--- config.mk ---
export PLATFORM = sky130hd
export DESIGN_NAME = shelf_rect_packer_top
export DESIGN_NICKNAME = d
export VERILOG_FILES = /design/src/rtl/shrp_pkg.sv /design/src/rtl/shelf_rect_packer_top.sv /design/src/rtl/shrp_mul.sv /design/src/rtl/shrp_div.sv /design/src/rtl/shrp_place.sv
export SDC_FILE = /design/constraint.sdc
export NUM_CORES = 1
export LEC_CHECK = 0
export CORE_MARGIN = 10
export CORE_UTILIZATION = 45
export CTS_CLUSTER_SIZE = 8
export DETAILED_ROUTE_END_ITERATION = 10
export DONT_BUFFER_PORTS = 1
export GPL_TIMING_DRIVEN = 0
export PLACE_DENSITY = 0.62
export SYNTH_ARGS = -nofsm -noshare
export SYNTH_HDL_FRONTEND = slang
export SYNTH_SLANG_ARGS = --single-unit
--- constraint.sdc ---
create_clock -name clock -period 8.37 [get_ports clock]
set_input_delay 0.4185 -clock clock [delete_from_list [all_inputs] [get_ports clock]]
set_output_delay 0.4185 -clock clock [all_outputs]
set_load 0.01 [all_outputs]
--- src/rtl/shrp_pkg.sv ---
// Shared types and constants for the shelf rectangle packer.
// No dependencies; imported by every module of the block.
`timescale 1ns / 1ps
package shrp_pkg;

   localparam int GLYPH_W = 13;
   localparam int COORD_W = 14;
   localparam int PROD_W  = 2 * GLYPH_W;
   localparam int CNT_W   = $clog2(PROD_W + 1);

   localparam logic [COORD_W-1:0] COORD_MAX   = {COORD_W{1'b1}};
   localparam logic [COORD_W-1:0] ATLAS_RESET = COORD_W'(1024);

   // last multiplier step, last divider step (step zero of the divider loads it)
   localparam logic [CNT_W-1:0] MUL_LAST = CNT_W'(GLYPH_W - 1);
   localparam logic [CNT_W-1:0] DIV_LAST = CNT_W'(PROD_W);

   typedef logic [0:0] csr_addr_type;
   localparam csr_addr_type CSR_ATLAS_WIDTH  = 1'b0;
   localparam csr_addr_type CSR_ATLAS_HEIGHT = 1'b1;

   typedef struct packed {
      logic [GLYPH_W-1:0] glyph_width;
      logic [GLYPH_W-1:0] glyph_height;
      logic [GLYPH_W-1:0] font_height;
   } req_type;

   typedef struct packed {
      logic [COORD_W-1:0] rect_x;
      logic [COORD_W-1:0] rect_y;
      logic [COORD_W-1:0] rect_width;
      logic               placed;
   } rsp_type;

   typedef struct packed {
      logic wrap_step;
      logic commit_step;
   } place_ctl_type;

   typedef enum logic [2:0] {
      ST_IDLE,
      ST_MUL,
      ST_DIV,
      ST_WRAP,
      ST_COMMIT
   } state_type;

endpackage

--- src/rtl/shelf_rect_packer_top.sv ---
// Channel   Direction  Payload           Handshake
// req_      in         shrp_pkg::req_type  req_valid / req_stall
// rsp_      out        shrp_pkg::rsp_type  rsp_valid / rsp_stall
// csr_      in         14-bit register   csr_we / csr_addr, no read-back
//
// Each glyph runs through the serial multiplier (one bit of font_height a cycle),
// the radix-2 divider (load plus 26 quotient bits), one shelf wrap and one commit;
// the next glyph is only accepted once the last one has committed.
// req_stall is high from acceptance until the result enters the output register.
// A stalled result holds in the output register; a finished glyph waits to commit.
// Reset is synchronous and restores the atlas to 1024 by 1024 with empty shelves.
`timescale 1ns / 1ps
module shelf_rect_packer_top (
   input  logic                          clock,
   input  logic                          reset,
   input  logic                          req_valid,
   output logic                          req_stall,
   input  shrp_pkg::req_type             req_data,
   output logic                          rsp_valid,
   input  logic                          rsp_stall,
   output shrp_pkg::rsp_type             rsp_data,
   input  logic                          csr_we,
   input  shrp_pkg::csr_addr_type        csr_addr,
   input  logic [shrp_pkg::COORD_W-1:0]  csr_wdata
);
   import shrp_pkg::*;

   state_type          state_ff, state_in;
   logic [CNT_W-1:0]   cnt_ff, cnt_in;
   req_type            req_ff, req_in;
   logic               rsp_valid_ff, rsp_valid_in;
   rsp_type            rsp_ff, rsp_in;
   logic [COORD_W-1:0] atlas_w_ff, atlas_w_in;
   logic [COORD_W-1:0] atlas_h_ff, atlas_h_in;

   logic               mul_start, mul_step;
   logic               div_load, div_step;
   place_ctl_type      ctl;
   logic [PROD_W-1:0]  product;
   logic [PROD_W-1:0]  quotient;
   logic [COORD_W-1:0] width;
   rsp_type            result;

   assign width = (|quotient[PROD_W-1:COORD_W]) ? COORD_MAX : quotient[COORD_W-1:0];

   always_comb begin
      state_in     = state_ff;
      cnt_in       = cnt_ff;
      req_in       = req_ff;
      mul_start    = 1'b0;
      mul_step     = 1'b0;
      div_load     = 1'b0;
      div_step     = 1'b0;
      ctl          = '0;
      rsp_in       = rsp_ff;
      rsp_valid_in = rsp_valid_ff && rsp_stall;
      atlas_w_in   = atlas_w_ff;
      atlas_h_in   = atlas_h_ff;

      if (csr_we) begin
         case (csr_addr)
            CSR_ATLAS_WIDTH:  atlas_w_in = csr_wdata;
            CSR_ATLAS_HEIGHT: atlas_h_in = csr_wdata;
            default: ;
         endcase
      end

      case (state_ff)
         ST_IDLE: begin
            if (req_valid) begin
               req_in    = req_data;
               mul_start = 1'b1;
               cnt_in    = '0;
               state_in  = ST_MUL;
            end
         end
         ST_MUL: begin
            mul_step = 1'b1;
            cnt_in   = cnt_ff + 1'b1;
            if (cnt_ff == MUL_LAST) begin
               cnt_in   = '0;
               state_in = ST_DIV;
            end
         end
         ST_DIV: begin
            // step zero loads the product
            div_load = (cnt_ff == '0);
            div_step = (cnt_ff != '0);
            cnt_in   = cnt_ff + 1'b1;
            if (cnt_ff == DIV_LAST) begin
               state_in = ST_WRAP;
            end
         end
         ST_WRAP: begin
            ctl.wrap_step = 1'b1;
            state_in      = ST_COMMIT;
         end
         ST_COMMIT: begin
            // hold until the output register frees up
            if (!rsp_valid_ff || !rsp_stall) begin
               ctl.commit_step = 1'b1;
               rsp_in          = result;
               rsp_valid_in    = 1'b1;
               state_in        = ST_IDLE;
            end
         end
         default: state_in = ST_IDLE;
      endcase
   end

   always_ff @(posedge clock) begin
      if (reset) begin
         state_ff     <= ST_IDLE;
         cnt_ff       <= '0;
         rsp_valid_ff <= 1'b0;
         atlas_w_ff   <= ATLAS_RESET;
         atlas_h_ff   <= ATLAS_RESET;
      end else begin
         state_ff     <= state_in;
         cnt_ff       <= cnt_in;
         rsp_valid_ff <= rsp_valid_in;
         atlas_w_ff   <= atlas_w_in;
         atlas_h_ff   <= atlas_h_in;
      end
   end

   always_ff @(posedge clock) begin
      req_ff <= req_in;
      rsp_ff <= rsp_in;
   end

   shrp_mul u_mul (
      .clock        (clock),
      .start        (mul_start),
      .step         (mul_step),
      .multiplicand (req_ff.glyph_width),
      .multiplier   (req_data.font_height),
      .product      (product)
   );

   shrp_div u_div (
      .clock    (clock),
      .load     (div_load),
      .step     (div_step),
      .dividend (product),
      .divisor  (req_ff.glyph_height),
      .quotient (quotient)
   );

   shrp_place u_place (
      .clock        (clock),
      .reset        (reset),
      .ctl          (ctl),
      .atlas_width  (atlas_w_ff),
      .atlas_height (atlas_h_ff),
      .width        (width),
      .font_height  (req_ff.font_height),
      .result       (result)
   );

   assign req_stall = (state_ff != ST_IDLE);
   assign rsp_valid = rsp_valid_ff;
   assign rsp_data  = rsp_ff;

endmodule

--- src/rtl/shrp_mul.sv ---
// Bit-serial shift-add multiplier: one multiplier bit per cycle while step is high, LSB first.
// Depends on shrp_pkg.
`timescale 1ns / 1ps
module shrp_mul (
   input  logic                          clock,
   input  logic                          start,
   input  logic                          step,
   input  logic [shrp_pkg::GLYPH_W-1:0]  multiplicand,
   input  logic [shrp_pkg::GLYPH_W-1:0]  multiplier,
   output logic [shrp_pkg::PROD_W-1:0]   product
);
   import shrp_pkg::*;

   logic [PROD_W-1:0]  acc_ff;
   logic [PROD_W-1:0]  acc_in;
   logic [GLYPH_W:0]   sum;

   // upper half accumulates, lower half holds the multiplier bits still to go
   always_comb begin
      sum    = {1'b0, acc_ff[PROD_W-1:GLYPH_W]}
             + (acc_ff[0] ? {1'b0, multiplicand} : {(GLYPH_W+1){1'b0}});
      acc_in = acc_ff;
      if (start) begin
         acc_in = {{GLYPH_W{1'b0}}, multiplier};
      end else if (step) begin
         acc_in = {sum, acc_ff[GLYPH_W-1:1]};
      end
   end

   always_ff @(posedge clock) begin
      acc_ff <= acc_in;
   end

   assign product = acc_ff;

endmodule

--- src/rtl/shrp_div.sv ---
// Restoring radix-2 divider: one quotient bit per cycle while step is high, MSB first.
// Depends on shrp_pkg. A zero divisor yields an all-ones quotient.
`timescale 1ns / 1ps
module shrp_div (
   input  logic                          clock,
   input  logic                          load,
   input  logic                          step,
   input  logic [shrp_pkg::PROD_W-1:0]   dividend,
   input  logic [shrp_pkg::GLYPH_W-1:0]  divisor,
   output logic [shrp_pkg::PROD_W-1:0]   quotient
);
   import shrp_pkg::*;

   logic [GLYPH_W-1:0] rem_ff;
   logic [GLYPH_W-1:0] rem_in;
   logic [PROD_W-1:0]  dvd_ff;
   logic [PROD_W-1:0]  dvd_in;
   logic [GLYPH_W+1:0] trial;
   logic               qbit;

   // dividend bits shift out the top while quotient bits shift in below
   always_comb begin
      trial  = {1'b0, rem_ff, dvd_ff[PROD_W-1]} - {2'b00, divisor};
      qbit   = ~trial[GLYPH_W+1];
      rem_in = rem_ff;
      dvd_in = dvd_ff;
      if (load) begin
         rem_in = '0;
         dvd_in = dividend;
      end else if (step) begin
         rem_in = qbit ? trial[GLYPH_W-1:0] : {rem_ff[GLYPH_W-2:0], dvd_ff[PROD_W-1]};
         dvd_in = {dvd_ff[PROD_W-2:0], qbit};
      end
   end

   always_ff @(posedge clock) begin
      rem_ff <= rem_in;
      dvd_ff <= dvd_in;
   end

   assign quotient = dvd_ff;

endmodule

--- src/rtl/shrp_place.sv ---
// Shelf state and placement decision: a wrap step, then a commit step.
// Depends on shrp_pkg.
`timescale 1ns / 1ps
module shrp_place (
   input  logic                          clock,
   input  logic                          reset,
   input  shrp_pkg::place_ctl_type       ctl,
   input  logic [shrp_pkg::COORD_W-1:0]  atlas_width,
   input  logic [shrp_pkg::COORD_W-1:0]  atlas_height,
   input  logic [shrp_pkg::COORD_W-1:0]  width,
   input  logic [shrp_pkg::GLYPH_W-1:0]  font_height,
   output shrp_pkg::rsp_type             result
);
   import shrp_pkg::*;

   logic [COORD_W-1:0] cursor_ff, cursor_in;
   logic [COORD_W-1:0] top_ff, top_in;
   logic [GLYPH_W-1:0] shelf_h_ff, shelf_h_in;
   logic [COORD_W-1:0] rx_ff, rx_in;
   logic [COORD_W-1:0] ry_pre_ff, ry_pre_in;

   logic               wrap;
   logic               ok;
   logic [COORD_W:0]   top_sum;
   logic [COORD_W:0]   cursor_sum;
   logic [COORD_W:0]   bottom;
   logic [GLYPH_W-1:0] shelf_h_base;

   always_comb begin
      cursor_sum   = {1'b0, cursor_ff} + {1'b0, width};
      wrap         = cursor_sum >= {1'b0, atlas_width};
      top_sum      = {1'b0, top_ff} + {2'b00, shelf_h_ff};
      bottom       = {1'b0, top_ff} + {2'b00, font_height};
      ok           = bottom < {1'b0, atlas_height};
      shelf_h_base = wrap ? '0 : shelf_h_ff;

      cursor_in  = cursor_ff;
      top_in     = top_ff;
      shelf_h_in = shelf_h_ff;
      rx_in      = rx_ff;
      ry_pre_in  = ry_pre_ff;

      if (ctl.wrap_step) begin
         rx_in      = wrap ? '0 : cursor_ff;
         ry_pre_in  = top_ff;
         shelf_h_in = (font_height > shelf_h_base) ? font_height : shelf_h_base;
         if (wrap) begin
            cursor_in = '0;
            top_in    = top_sum[COORD_W] ? COORD_MAX : top_sum[COORD_W-1:0];
         end
      end else if (ctl.commit_step && ok) begin
         // advance only for a glyph that fits above the bottom edge
         cursor_in = cursor_sum[COORD_W] ? COORD_MAX : cursor_sum[COORD_W-1:0];
      end

      result.rect_x     = rx_ff;
      result.rect_y     = ok ? top_ff : ry_pre_ff;
      result.rect_width = width;
      result.placed     = ok;
   end

   always_ff @(posedge clock) begin
      if (reset) begin
         cursor_ff  <= '0;
         top_ff     <= '0;
         shelf_h_ff <= '0;
      end else begin
         cursor_ff  <= cursor_in;
         top_ff     <= top_in;
         shelf_h_ff <= shelf_h_in;
      end
   end

   always_ff @(posedge clock) begin
      rx_ff     <= rx_in;
      ry_pre_ff <= ry_pre_in;
   end

endmodule

# ---- Word level (Yosys, flattened, before mapping)
# Index checks and enable logic that the tools add are counted.
dict set report totals {
  register_bits 253
  input_bits 59
  wordCells 96
  out_inout_bits 45
}
dict set report classes {
  addsub 6
  reduce_logical 21
  eq_ne 10
  mux 33
  n_bitwise 2
  magnitude_cmp 3
}
# op n
set ops {}
lappend ops {{14-bit two-way mux} 7}
lappend ops {{13-bit two-way mux} 6}
lappend ops {{26-bit two-way mux} 2}
lappend ops {{14-bit by 13-bit adder with 15-bit output} 2}
lappend ops {{14-bit by 14-bit adder with 15-bit output} 1}
lappend ops {{15-bit by 14-bit >= comparator with 1-bit output} 1}
lappend ops {{15-bit by 14-bit < comparator with 1-bit output} 1}
lappend ops {{3-bit one-hot mux with 5 select lines} 1}
lappend ops {{5-bit one-hot mux with 3 select lines} 1}
lappend ops {{14-bit by 13-bit subtractor with 15-bit output} 1}
lappend ops {{13-bit by 13-bit adder with 14-bit output} 1}
lappend ops {{13-bit greater-than comparator} 1}
lappend ops {{3-bit two-way mux} 4}
lappend ops {{2-bit AND reduction} 6}
lappend ops {{12-bit OR reduction} 1}
lappend ops {{1-bit two-way mux} 10}
lappend ops {{5-bit two-way mux} 2}
lappend ops {{2-bit != test, second input constant} 4}
lappend ops {{3-bit by 2-bit == test with 1-bit output, second input constant} 2}
lappend ops {{2-bit nonzero test} 3}
lappend ops {{3-bit nonzero test} 2}
lappend ops {{5-bit by 1-bit adder with 5-bit output, second input constant} 1}
lappend ops {{5-bit by 4-bit == test with 1-bit output, second input constant} 1}
lappend ops {{5-bit == test, second input constant} 1}
lappend ops {{other kinds (10)} 13}

# ---- Logic depth before layout (Yosys ltp)
# Gate-level depths: netlist of the first run.
dict set report logic_depth {
  ltp_word 7
  ltp_mapped 31
  mapped_depth_nobuf 27
}

# ---- By module
# Synthesis of the first run repeated with hierarchy kept, for this count alone.
dict set report hier_totals {
  cells_unflattened 1280
  area_unflattened_um2 13739.4
}
# module area_each_um2 instances cells_each seq_area_each_um2
set modules_own_cells {}
lappend modules_own_cells {shrp_place 5545.3 1 596 1661.6}
lappend modules_own_cells {shelf_rect_packer_top 4092.7 1 291 3203.1}
lappend modules_own_cells {shrp_div 2402.3 1 222 1041.0}
lappend modules_own_cells {shrp_mul 1699.1 1 171 650.6}

# ---- Worst setup path after synthesis of the first run
# No wires, ideal clock.
dict set report synth_path {
  path_kind {flip-flop to flip-flop}
  from {register u_div.dvd_ff[25], in the netlist u_div.quotient[25]}
  to {register u_place.shelf_h_ff[6]}
  path_stages_with_launch 31
  t_required_ns 8.230
  n_path_buf 4
  synth_period_minus_slack_ns 6.087
  setup_slack_ns 2.283
  arrival_time_ns 5.947
  cell_sequence {edfxtp_1 nor4_1 nand3_1 clkbuf_1 or2_2 ha_1 fa_1 nand3_1 a21oi_1 o211ai_2 a21boi_0 or3_1 and2_1 ha_1 nand4_1 nor3_1 o41a_1 nor4_4 buf_2 clkbuf_1 nand2_1 ha_1 nor2b_1 o21a_1 o21a_1 o21a_1 o21ai_0 o211ai_1 clkbuf_1 a41oi_1 a211oi_2}
}
# element line_no
set synth_lines {}
lappend synth_lines {{from (decl)} shrp_div.sv:16} ;# logic [PROD_W-1:0] dvd_ff;
lappend synth_lines {{from (signal assigned)} shrp_div.sv:38} ;# dvd_ff <= dvd_in;
lappend synth_lines {{to (signal assigned)} shrp_place.sv:70} ;# shelf_h_ff <= shelf_h_in;
lappend synth_lines {{to (decl)} shrp_place.sv:18} ;# logic [GLYPH_W-1:0] shelf_h_ff, shelf_h_in;

==> impl_summary.txt, run 1 <==
----------------------------------------------------
[Setup path]
  Worst r2r path cells ... 30
  Highest net fanout along the worst path ... 10
  Worst flop-to-flop path startpoint ... u_div.quotient[25]
  Largest stage delay on the critical path ... about 0.46 ns
  Data required time of the worst path ... about 8.7 ns
  Worst Setup End Kind ... register
  Setup CP Type ... register to register
  Startpoint type of the worst setup path ... register
  Crit path launch ... u_div.quotient[25]
  Critical Path AT ... 8.00 ns
  Crit-path slowest cell ... sky130_fd_sc_hd__edfxtp_1

[Detailed routing]
  Drt first pass iters ... 5
  DRC violations left ... 0
  Aggregate routed wire length ... 32860 µm
  Detailed-route via count ... around 9600
  Average detailed-routed wire length per instance ... 18.76 µm
  Vias per std cell ... between 5 and 6
  Antenna Violating Nets Remaining ... 0
  Initial DRC Count ... 554

[Timing]
  Peak Freq ... around 130 MHz
  Ratio of final minimum period to clock period ... 0.9138
  Final setup skew ... 0.02338 ns
  Post-layout minimum cycle time ... 7.649 ns
  Hold Vio Cnt, Final ... 0
  Final setup fails ... 0
  Number of max-slew violations in the final report ... 0
  Max_slew headroom ... 0.1982
  Aggregate negative setup slack ... 0 ns
  Slew of the pin with the lowest slew margin ... about 1.2 ns
  Unrepaired setup endpoints after global routing ... no

[Yosys]
  Number of library cell types mapped by synthesis ... 68
  Post-Syn Nets ... around 1400
  Primary FF master, synth ... sky130_fd_sc_hd__edfxtp_1
  Summed instance area of the synthesized netlist ... between 10000 and 15000 µm²
  Fraction of synthesis flops using an asynchronous set or reset pin ... 0
  Number of storage elements in the synthesis netlist ... 253
  Warnings, synthesis ... 0
  Mean cell area of the mapped netlist ... ~11 µm²
  Count of mapped cells out of synthesis ... around 1300
  Register area share after synthesis ... 0.4855
  EDFF count, synth ... around 150

[Cells and area]
  Leading cell type in the layout, fill and taps excluded ... sky130_fd_sc_hd__edfxtp_1
  Ratio of cells with drive above 1 in the final layout ... 0.1096
  Sequential cell area ... around 6600 µm²
  Number of filler instances in the final layout ... around 2700
  Finished Core Util ... 0.5184
  Top library cells by usage in the layout, fill and taps aside ... sky130_fd_sc_hd__edfxtp_1, sky130_fd_sc_hd__nand2_1, sky130_fd_sc_hd__ha_1
  Area taken by multi-input logic gates ... between 6000 and 7000 µm²
  Area added between synthesis and finish ... 13.79%
  Post-layout instance count excluding filler cells ... between 1500 and 2000
  Post-layout net count ... 1507

[Worst hold path]
  Kind of path behind the tightest hold check ... primary input to register
  Hold path start ... req_data[3]
  Hold depth ... 0

[Pwr]
  Ratio of total power to cell area ... 230.6 nW/µm²
  Worst supply voltage drop on vdd ... 178.4 µV
  Pleak ... between 0.005 and 0.006 µW

[Clocking]
  Number of instances resized during post-cts repair ... 0
  Clk_lat worst skew ... ~0.51 ns
  Clock root cell ... sky130_fd_sc_hd__clkbuf_16
  Number of levels in the clock H-tree ... 2
  Clock tree from TritonCTS ... built
  Clock-pin slew on the worst setup and hold paths ... ~0.050 ns
  Clock Path Buffers ... 3
  CTS Buf Count ... 38
  Number of sinks handled by clock tree synthesis ... approximately 250
  Buffers inserted during post-CTS setup optimization ... 0

[Floorplanning]
  Count of pins on the block boundary ... ~100
  Die footprint ... between 30000 and 40000 µm²
  Core box area ... between 20000 and 30000 µm²
  Overall die height ... between 150 and 200 µm
  DIE WIDTH ... 193.2 µm
  Count of standard-cell rows ... 63
  Initial cell density of the core ... 0.4556

[Global route]
  Pin count of the biggest net entering global routing ... 46
  Vias in the first global route ... between 9000 and 10000
  Global route total overflow ... 0
  Wire length of the first global-routing pass ... 52050 µm
  Number of antenna violations at the first check in global routing ... 1
  Total routing usage reported by global routing ... 0.1692

[Placed design]
  Number of cells in the design after placement ... ~1700
  Port buffer count ... 0
  GPL Wtd Cong ... 0.8965
  HPWL after detailed placement ... ~25000 µm

[Outcome]
  Run status ... complete, no violations

[Job]
  Number of maximum-capacitance violations ... 0

----------------------------------------------------
synthesized netlist by cell type (11+ instances only):
master                     count  area share
sky130_fd_sc_hd__nand2b_1     16      0.0074
sky130_fd_sc_hd__xnor2_1      36       0.023
sky130_fd_sc_hd__inv_1        69       0.019
sky130_fd_sc_hd__o21ai_0      60       0.022
sky130_fd_sc_hd__a21oi_1      84       0.031
sky130_fd_sc_hd__mux2_2       52       0.043
sky130_fd_sc_hd__nand2_1     134       0.037
sky130_fd_sc_hd__edfxtp_1    149        0.33
sky130_fd_sc_hd__nor2_1       51       0.014
sky130_fd_sc_hd__clkbuf_1     32      0.0089
sky130_fd_sc_hd__xor2_1       20       0.013
sky130_fd_sc_hd__dfxtp_1     104        0.15
sky130_fd_sc_hd__nor2b_1      11      0.0051
sky130_fd_sc_hd__a211oi_2     11       0.010
sky130_fd_sc_hd__a21o_1       19       0.011
sky130_fd_sc_hd__a41oi_1      14      0.0091
sky130_fd_sc_hd__or2_2        18      0.0083
sky130_fd_sc_hd__a31oi_1      16      0.0074
sky130_fd_sc_hd__buf_2        12      0.0044
sky130_fd_sc_hd__nand3_1      19      0.0070
sky130_fd_sc_hd__or3_1        14      0.0065
sky130_fd_sc_hd__and2_1       33       0.015
sky130_fd_sc_hd__o211ai_1     11      0.0061
sky130_fd_sc_hd__ha_1        112        0.10
sky130_fd_sc_hd__nor3_1       20      0.0074
timing repair:
item                                    CTS  global route
endpoints found under the setup margin    0             0
hold endpoints to repair                 22             2
hold buffers                             22             2
metal layers:
layer / wire (µm) / share of wire / up-vias / global-route usage
met2: 15290 / 0.47 / 224 / 0.2773
met4: 990 / 0.030 / 0 / 0.05923
met3: 2276 / 0.069 / 54 / 0.05100
met1: 14300 / 0.44 / 4501 / 0.2065
li1: - / - / 4812 / -
met5: 0 / 0 / - / 0
report_power, final:
part           leakage (µW)  switching [µW]  internal (µW)  total [µW]
clock              0.000531             520            874        1390
sequential          0.00224            70.5           1440        1510
combinational       0.00304             360            279         639
total               0.00581             950           2590        3540
per-stage QoR:
step	total power (µW)	hold WS, ns	worst slack, ns	area (µm²)
finish	3543	0.01216	0.7215	15360
global route	3719	0.001026	0.1703	15360
CTS	3571	0.001059	0.6787	15340
detailed placement	2160	0.4057	0.7535	14010
global placement	2141	0.4049	0.8966	13990
floorplan	2002	0.4003	2.283	13500
area by class of cell:
| type | instances | area share |
|---|---|---|
| inverter | 72 | 0.01759 |
| clock inverter | 3 | 0.001303 |
| timing repair buffer | 25 | 0.01694 |
| tap | 390 | 0.03176 |
| sequential | 253 | 0.4267 |
| multi-input combinational | 892 | 0.4211 |
| antenna | 2 | 0.0003257 |
| clock buffer | 66 | 0.07077 |
| buffer | 49 | 0.01352 |
path summary, 6_finish.rpt:
check                                 to  slack [ns]
setup / recovery  u_place.shelf_h_ff[10]        0.72
hold / removal                 req_ff[3]        0.01
setup reg to reg  u_place.shelf_h_ff[10]        0.72
hold reg to reg             rsp_data[30]        0.42
worst max-delay path, delay by kind of cell, from the launching register on:
kind	cells	cell delay [ns]
adders and majority gates	4	1.23
DFF	1	0.46
buffers and inverters	4	1.25
AOI/OAI and AO/OA	11	1.98
and+or+nand+nor	11	2.52
flip-flops by register name, summed over array words and instances, names as in the netlist:
name                count
rsp_data               43
req_ff                 39
u_div.quotient         26
u_mul.product          26
atlas_h_ff             14
atlas_w_ff             14
u_place.cursor_ff      14
u_place.rx_ff          14
u_place.ry_pre_ff      14
u_place.top_ff         14
u_div.rem_ff           13
u_place.shelf_h_ff     13
cnt_ff                  5
state_ff                3
rsp_valid               1
cells by family after synthesis:
| kind of cell | synth area share |
|---|---|
| adder cells (fa/ha/maj) | 0.1112 |
| multiplexers | 0.04930 |
| AO/OA/AOI/OAI | 0.1485 |
| buffers and inverters | 0.03530 |
| XOR/XNOR | 0.03632 |
| flip-flops | 0.4855 |
| AND/OR/NAND/NOR | 0.1338 |
Power figures use the tool's default switching activity.
==> run 2, diff against run 1 <==
- REMOVE_ABC_BUFFERS: not set -> 1
==> impl_summary.txt, run 2 (synthesis gave the netlist of run 1 again) <==
----------------------------------------------------
[Setup path]
  Crit path launch ... u_div.quotient[25]
  Worst setup path endpoint ... u_place.shelf_h_ff[1]
  Crit-path slowest cell ... sky130_fd_sc_hd__edfxtp_1
  Setup CP Type ... register to register
  Worst Setup End Kind ... register
  Count of buffer and inverter cells on the critical path ... 2 (-2)
  Highest net fanout along the worst path ... 18 (+8)
  Worst flop-to-flop path startpoint ... u_div.quotient[25]
  Critical Path AT ... 7.76 ns (-0.24 ns)
  Startpoint type of the worst setup path ... register
  Worst r2r path cells ... 28 (-6.7%)
  Largest stage delay on the critical path ... 0.46 ns (about the same)
  Reg2reg end ... u_place.shelf_h_ff[1]
  Minimum setup slack among reg-to-reg paths ... 1.02 ns (+0.30 ns)
  Delay-heaviest family, CP ... simple AND/OR/NAND/NOR gates
  Logic depth of the worst setup path including buffers ... 28 (-6.7%)
  Data required time of the worst path ... 8.78 ns (+0.06 ns)

[Pwr]
  Sequential cell fraction of total power ... 0.432 (+0.006)
  Ratio of total power to cell area ... 228.3 nW/µm² (-1.0%)
  Net switching share of the total power ... 0.2732 (+0.004919)
  Pleak ... 0.005783 µW (-0.45%)
  Clk network pwr share ... 0.389 (-0.004)
  Psw ... 958.5 µW (+0.84%)
  Comb pwr share ... 0.179 (about the same)
  Worst supply voltage drop on vdd ... 191.6 µV (+7.4%)
  Int Pwr ... 2550 µW (-1.6%)

[Global route]
  Wire length of the first global-routing pass ... 51230 µm (-1.6%)
  Pin count of the biggest net entering global routing ... 64 (+39%)
  Vias in the first global route ... 9263 (-3.4%)
  Global route total overflow ... 0 (unchanged)
  Number of antenna violations at the first check in global routing ... 4 (+3)
  Total routing usage reported by global routing ... 0.1672 (-0.001935)

[Timing]
  Hold Vio Cnt, Final ... 0 (unchanged)
  Slew of the pin with the lowest slew margin ... 1.180 ns (-0.01564 ns)
  Unrepaired setup endpoints after global routing ... no
  Final setup fails ... 0 (unchanged)
  Aggregate negative setup slack ... 0 ns (unchanged)
  Final setup skew ... 0.01663 ns (-0.006743 ns)
  Number of max-slew violations in the final report ... 0 (unchanged)
  Ratio of final minimum period to clock period ... 0.8784 (-0.03541)
  Max_slew headroom ... 0.2087 (+0.01049)
  Peak Freq ... 136.0 MHz (+4.0%)
  Post-layout minimum cycle time ... 7.352 ns (-0.2964 ns)

[Clocking]
  Clock tree from TritonCTS ... built
  Clock Path Buffers ... 3 (unchanged)
  Clk_lat worst skew ... 0.52 ns (about the same)
  Clock root cell ... sky130_fd_sc_hd__clkbuf_16
  CTS Buf Count ... 37 (-2.6%)
  Number of sinks handled by clock tree synthesis ... 253 (unchanged)
  Buffers inserted during post-CTS setup optimization ... 0 (unchanged)
  Hold buffer count at cts ... 40 (+82%)
  Number of levels in the clock H-tree ... 2 (unchanged)
  Number of instances resized during post-cts repair ... 0 (unchanged)
  Clock-pin slew on the worst setup and hold paths ... 0.05 ns (about the same)

[Detailed routing]
  Drt first pass iters ... 6 (+1)
  Average detailed-routed wire length per instance ... 18.69 µm (-0.36%)
  Detailed-route via count ... 9553 (-0.40%)
  Initial DRC Count ... 635 (+15%)
  Antenna Violating Nets Remaining ... 0 (unchanged)
  DRC violations left ... 0 (unchanged)
  Vias per std cell ... 5.528 (+0.99%)
  Aggregate routed wire length ... 32290 µm (-1.7%)

[Cells and area]
  Number of filler instances in the final layout ... 2695 (+1.5%)
  Finished Core Util ... 0.5186 (about the same)
  Leading cell type in the layout, fill and taps excluded ... sky130_fd_sc_hd__edfxtp_1
  Post-layout net count ... 1480 (-1.8%)
  Ratio of cells with drive above 1 in the final layout ... 0.1074 (-0.002201)
  Area added between synthesis and finish ... 13.83% (about the same)
  Number of flip-flops in the largest register ... 43 (unchanged)
  Top library cells by usage in the layout, fill and taps aside ... sky130_fd_sc_hd__edfxtp_1, sky130_fd_sc_hd__nand2_1, sky130_fd_sc_hd__ha_1
  Post-layout instance count excluding filler cells ... 1728 (-1.4%)

[Worst hold path]
  Kind of path behind the tightest hold check ... primary input to register

[Floorplanning]
  Count of standard-cell rows ... 63 (unchanged)
  DIE WIDTH ... 193.2 µm (unchanged)
  Initial cell density of the core ... 0.4556 (unchanged)
  Overall die height ... 193.2 µm (unchanged)
  Count of pins on the block boundary ... 104 (unchanged)
  Core box area ... 29640 µm² (unchanged)
  Die footprint ... 37340 µm² (unchanged)

[Job]
  Number of maximum-capacitance violations ... 0 (unchanged)

[Placed design]
  Port buffer count ... 0 (unchanged)
  Number of cells in the design after placement ... 1615 (-2.5%)
  HPWL after detailed placement ... 22740 µm (-9.6%)
  GPL Wtd Cong ... 0.8478 (-5.4%)

[Outcome]
  Run status ... complete, no violations

----------------------------------------------------
-- run 2: cell types whose count changed in the layout (fill, tap and decap cells not counted), sizes merged --
cell         delta
diode           +4
dlygate4sd3    +15
clkbuf         -34
buf             -9
-- run 2: worst min-delay path by stage --
stage / to / cells past startpoint / start / slack (ns)
4_1_cts: atlas_h_ff[0] / 2 / csr_wdata[0] / 0.02
3_3_place_gp: rsp_data[29] / 0 / u_place.rx_ff[0] / 0.40
6_report: atlas_w_ff[6] / 2 / csr_wdata[6] / 0.04
2_1_floorplan: rsp_data[29] / 0 / u_place.rx_ff[0] / 0.40
3_5_place_dp: rsp_data[42] / 0 / u_place.rx_ff[13] / 0.41
5_1_grt: atlas_h_ff[0] / 2 / csr_wdata[0] / 0.03
-- run 2: layout make-up --
| cell class | instances | area, µm² | share of cell area |
|---|---|---|---|
| Timing Repair Buffer | 48 | 514.2 | 0.03346 |
| Sequential cell | 253 | 6556 | 0.4265 |
| Multi-Input combinational cell | 892 | 6477 | 0.4214 |
| Clock buffer | 64 | 1027 | 0.06683 |
| Tap cell | 390 | 488.0 | 0.03175 |
| Clock inverter | 3 | 22.52 | 0.001465 |
| Antenna cell | 6 | 15.01 | 0.0009768 |
| Inverter | 72 | 270.3 | 0.01758 |
-- run 2: per-stage QoR --
stage	total power (µW)	instance area [µm²]	hold WS (ns)	setup WS, ns
after floorplan	1985	13300	0.4003	1.585
after global placement	2118	13780	0.4040	-0.2220
after detailed placement	2142	13880	0.4071	1.129
after CTS	3547	15350	0.01834	1.088
after global routing	3698	15360	0.03177	0.5567
final	3508	15370	0.03534	1.018
-- run 2: power by group through the flow --
| stage | Sequential, µW | Clock (µW) | Combinational [µW] |
|---|---|---|---|
| floorplan | 1510 | 0 | 476 |
| detailed placement | 1540 | 0 | 601 |
| finish | 1520 | 1360 | 629 |
| global route | 1530 | 1460 | 715 |
| CTS | 1520 | 1400 | 629 |
| global placement | 1540 | 0 | 578 |
-- run 2: layer usage --
metal  vias to the layer above  part of all wire  wire length, µm  GRT usage
met3                        56             0.069             2223    0.04772
met1                      4506              0.45            14620     0.2154
li1                       4757                 -                -          -
met4                         2             0.027              879    0.05780
met5                         -           0.00062               20          0
met2                       232              0.45            14550     0.2629
==> run 3, diff against run 2 <==
- GPL_TIMING_DRIVEN: 0 -> not set
==> impl_summary.txt, run 3 (synthesis gave the netlist of run 1 again) <==
----------------------------------------------------
[Outcome]
  Run status ... complete, no violations

[Clocking]
  Clock tree from TritonCTS ... built
  Buffers inserted during post-CTS setup optimization ... 0 (unchanged)
  Clock Path Buffers ... 3 (unchanged)
  Number of sinks handled by clock tree synthesis ... 253 (unchanged)
  Clock-pin slew on the worst setup and hold paths ... 0.05 ns (about the same)
  Clk_lat worst skew ... 0.51 ns (about the same)
  CTS Buf Count ... 37 (unchanged)
  Number of levels in the clock H-tree ... 2 (unchanged)
  Clock root cell ... sky130_fd_sc_hd__clkbuf_16

[Cells and area]
  Top library cells by usage in the layout, fill and taps aside ... sky130_fd_sc_hd__edfxtp_1, sky130_fd_sc_hd__nand2_1, sky130_fd_sc_hd__ha_1
  Number of flip-flops in the largest register ... 43 (unchanged)
  Number of filler instances in the final layout ... 2684 (-0.41%)
  Ratio of cells with drive above 1 in the final layout ... 0.1066 (-0.0007508)
  Leading cell type in the layout, fill and taps excluded ... sky130_fd_sc_hd__edfxtp_1
  Post-layout net count ... 1480 (unchanged)
  Area added between synthesis and finish ... 13.73% (about the same)

[Timing]
  Peak Freq ... 150.3 MHz (+11%)
  Post-layout minimum cycle time ... 6.652 ns (-0.6997 ns)
  Max_slew headroom ... 0.2799 (+0.07128)
  Slew of the pin with the lowest slew margin ... 1.078 ns (-0.1022 ns)
  Number of max-slew violations in the final report ... 0 (unchanged)
  Final setup fails ... 0 (unchanged)
  Ratio of final minimum period to clock period ... 0.7948 (-0.08360)
  Final setup skew ... 0.02047 ns (+0.003840 ns)
  Unrepaired setup endpoints after global routing ... no
  Hold Vio Cnt, Final ... 0 (unchanged)
  Final setup slack of the worst path ... 1.718 ns (+0.6997 ns)
  Aggregate negative setup slack ... 0 ns (unchanged)

[Setup path]
  Setup CP Type ... register to register
  Highest net fanout along the worst path ... 14 (-4)
  Worst Setup End Kind ... register
  Critical Path AT ... 7.07 ns (-0.69 ns)
  Startpoint type of the worst setup path ... register
  Data required time of the worst path ... 8.79 ns (about the same)

[Detailed routing]
  Drt first pass iters ... 5 (-1)
  Vias per std cell ... 5.545 (+0.30%)
  Average detailed-routed wire length per instance ... 19.08 µm (+2.1%)
  DRC violations left ... 0 (unchanged)
  Detailed-route via count ... 9571 (+0.19%)
  Aggregate routed wire length ... 32930 µm (+2.0%)
  Antenna Violating Nets Remaining ... 0 (unchanged)
  Initial DRC Count ... 587 (-7.6%)

[Floorplanning]
  DIE WIDTH ... 193.2 µm (unchanged)
  Core box area ... 29640 µm² (unchanged)
  Count of pins on the block boundary ... 104 (unchanged)
  Count of standard-cell rows ... 63 (unchanged)
  Overall die height ... 193.2 µm (unchanged)
  Initial cell density of the core ... 0.4556 (unchanged)
  Die footprint ... 37340 µm² (unchanged)

[Pwr]
  Ratio of total power to cell area ... 229.7 nW/µm² (+0.62%)
  Net switching share of the total power ... 0.2684 (-0.004826)
  Pleak ... 0.005780 µW (about the same)
  Sequential cell fraction of total power ... 0.431 (about the same)
  Psw ... 946.6 µW (-1.2%)
  Int Pwr ... 2581 µW (+1.2%)
  Comb pwr share ... 0.177 (-0.002)
  Clk network pwr share ... 0.392 (+0.003)
  Worst supply voltage drop on vdd ... 195.5 µV (+2.0%)

[Job]
  Number of maximum-capacitance violations ... 0 (unchanged)

[Global route]
  Wire length of the first global-routing pass ... 51820 µm (+1.2%)
  Layer with the highest usage ... met2
  Total routing usage reported by global routing ... 0.1682 (+0.0009923)
  Global routing usage on met2 ... 0.2615 (-0.001406)
  Pin count of the biggest net entering global routing ... 46 (-28%)
  Vias in the first global route ... 9396 (+1.4%)
  Global route total overflow ... 0 (unchanged)
  M1 GR Usage ... 0.2175 (+0.002093)
  M3 GR Usage ... 0.05221 (+0.004495)
  Number of antenna violations at the first check in global routing ... 3 (-1)

[Placed design]
  HPWL after detailed placement ... 23380 µm (+2.8%)
  Worst-case setup slack after placement ... 1.773 ns (+0.6443 ns)
  Port buffer count ... 0 (unchanged)
  GPL Wtd Cong ... 0.8680 (+2.4%)

[Worst hold path]
  Kind of path behind the tightest hold check ... primary input to register

----------------------------------------------------
[run 3: power by group through the flow]
| stage | sequential [µW] | combinational, µW | clock (µW) |
|---|---|---|---|
| after floorplan | 1510 | 476 | 0 |
| after global placement | 1540 | 587 | 0 |
| after detailed placement | 1540 | 601 | 0 |
| after CTS | 1520 | 622 | 1420 |
| after global routing | 1530 | 708 | 1470 |
| final | 1520 | 625 | 1380 |
[run 3: cell type report]
class	instances	area, µm²	area share
flip-flops and latches	253	6556	0.4269
well taps	390	488.0	0.03177
clock inverters	1	8.758	0.0005703
clock buffers	66	1077	0.07015
inverters	72	270.3	0.01760
repair buffers	48	470.5	0.03063
multi-input cells	892	6476	0.4217
diodes	4	10.01	0.0006518
[run 3: worst paths after layout]
kind / startpoint / to / slack, ns / depth (start not counted)
worst max-delay path: u_div.quotient[25] / u_place.shelf_h_ff[1] / 1.72 / 26
worst min register to register: u_place.rx_ff[2] / rsp_data[31] / 0.42 / 0
worst max register to register: u_div.quotient[25] / u_place.shelf_h_ff[1] / 1.72 / 26
worst min-delay path: req_data[10] / req_ff[10] / 0.02 / 0
[run 3: worst max-delay path, stage by stage, from the launching register on]
cell and delay, ns:
sky130_fd_sc_hd__edfxtp_1 0.42, sky130_fd_sc_hd__nor4_1 0.34, sky130_fd_sc_hd__nand3_1 0.36, sky130_fd_sc_hd__or2_2 0.42
sky130_fd_sc_hd__ha_1 0.22, sky130_fd_sc_hd__fa_1 0.40, sky130_fd_sc_hd__nand3_1 0.12, sky130_fd_sc_hd__a21oi_1 0.11
sky130_fd_sc_hd__o211ai_2 0.21, sky130_fd_sc_hd__a21boi_0 0.12, sky130_fd_sc_hd__or3_1 0.33, sky130_fd_sc_hd__and2_1 0.17
sky130_fd_sc_hd__ha_1 0.28, sky130_fd_sc_hd__nand4_1 0.09, sky130_fd_sc_hd__nor3_1 0.06, sky130_fd_sc_hd__o41a_1 0.15
sky130_fd_sc_hd__nor4_4 0.66, sky130_fd_sc_hd__nand2_1 0.15, sky130_fd_sc_hd__ha_1 0.32, sky130_fd_sc_hd__nor2b_1 0.14
sky130_fd_sc_hd__o21a_1 0.17, sky130_fd_sc_hd__o21a_1 0.16, sky130_fd_sc_hd__o21a_1 0.15, sky130_fd_sc_hd__o21ai_0 0.13
sky130_fd_sc_hd__o211ai_1 0.12, sky130_fd_sc_hd__a21o_1 0.40, sky130_fd_sc_hd__a221oi_1 0.34
[run 3: through the flow]
step | hold WS [ns] | cells | power [µW] | instance area (µm²) | util
final | 0.02253 | 1726 | 3527 | 15360 | 0.5182
after CTS | 0.0002293 | 1709 | 3564 | 15220 | 0.5134
after global placement | 0.4035 | 1615 | 2130 | 13850 | 0.4673
after detailed placement | 0.4045 | 1615 | 2144 | 13850 | 0.4673
after floorplan | 0.4003 | 1217 | 1985 | 13300 | -
after global routing | 0.003325 | 1726 | 3713 | 15360 | 0.5182
[run 3: what timing repair did]
item,in CTS,in global routing
endpoints found under the hold margin,70,13
gates resized for setup,0,0
hold buffers,27,13
[run 3: layer usage]
layer	routed length (µm)	up-vias	part of all wire
met2	14760	238	0.45
li1	-	4746	-
met4	675	4	0.020
met5	24	-	0.00073
met1	15250	4537	0.46
met3	2225	46	0.068
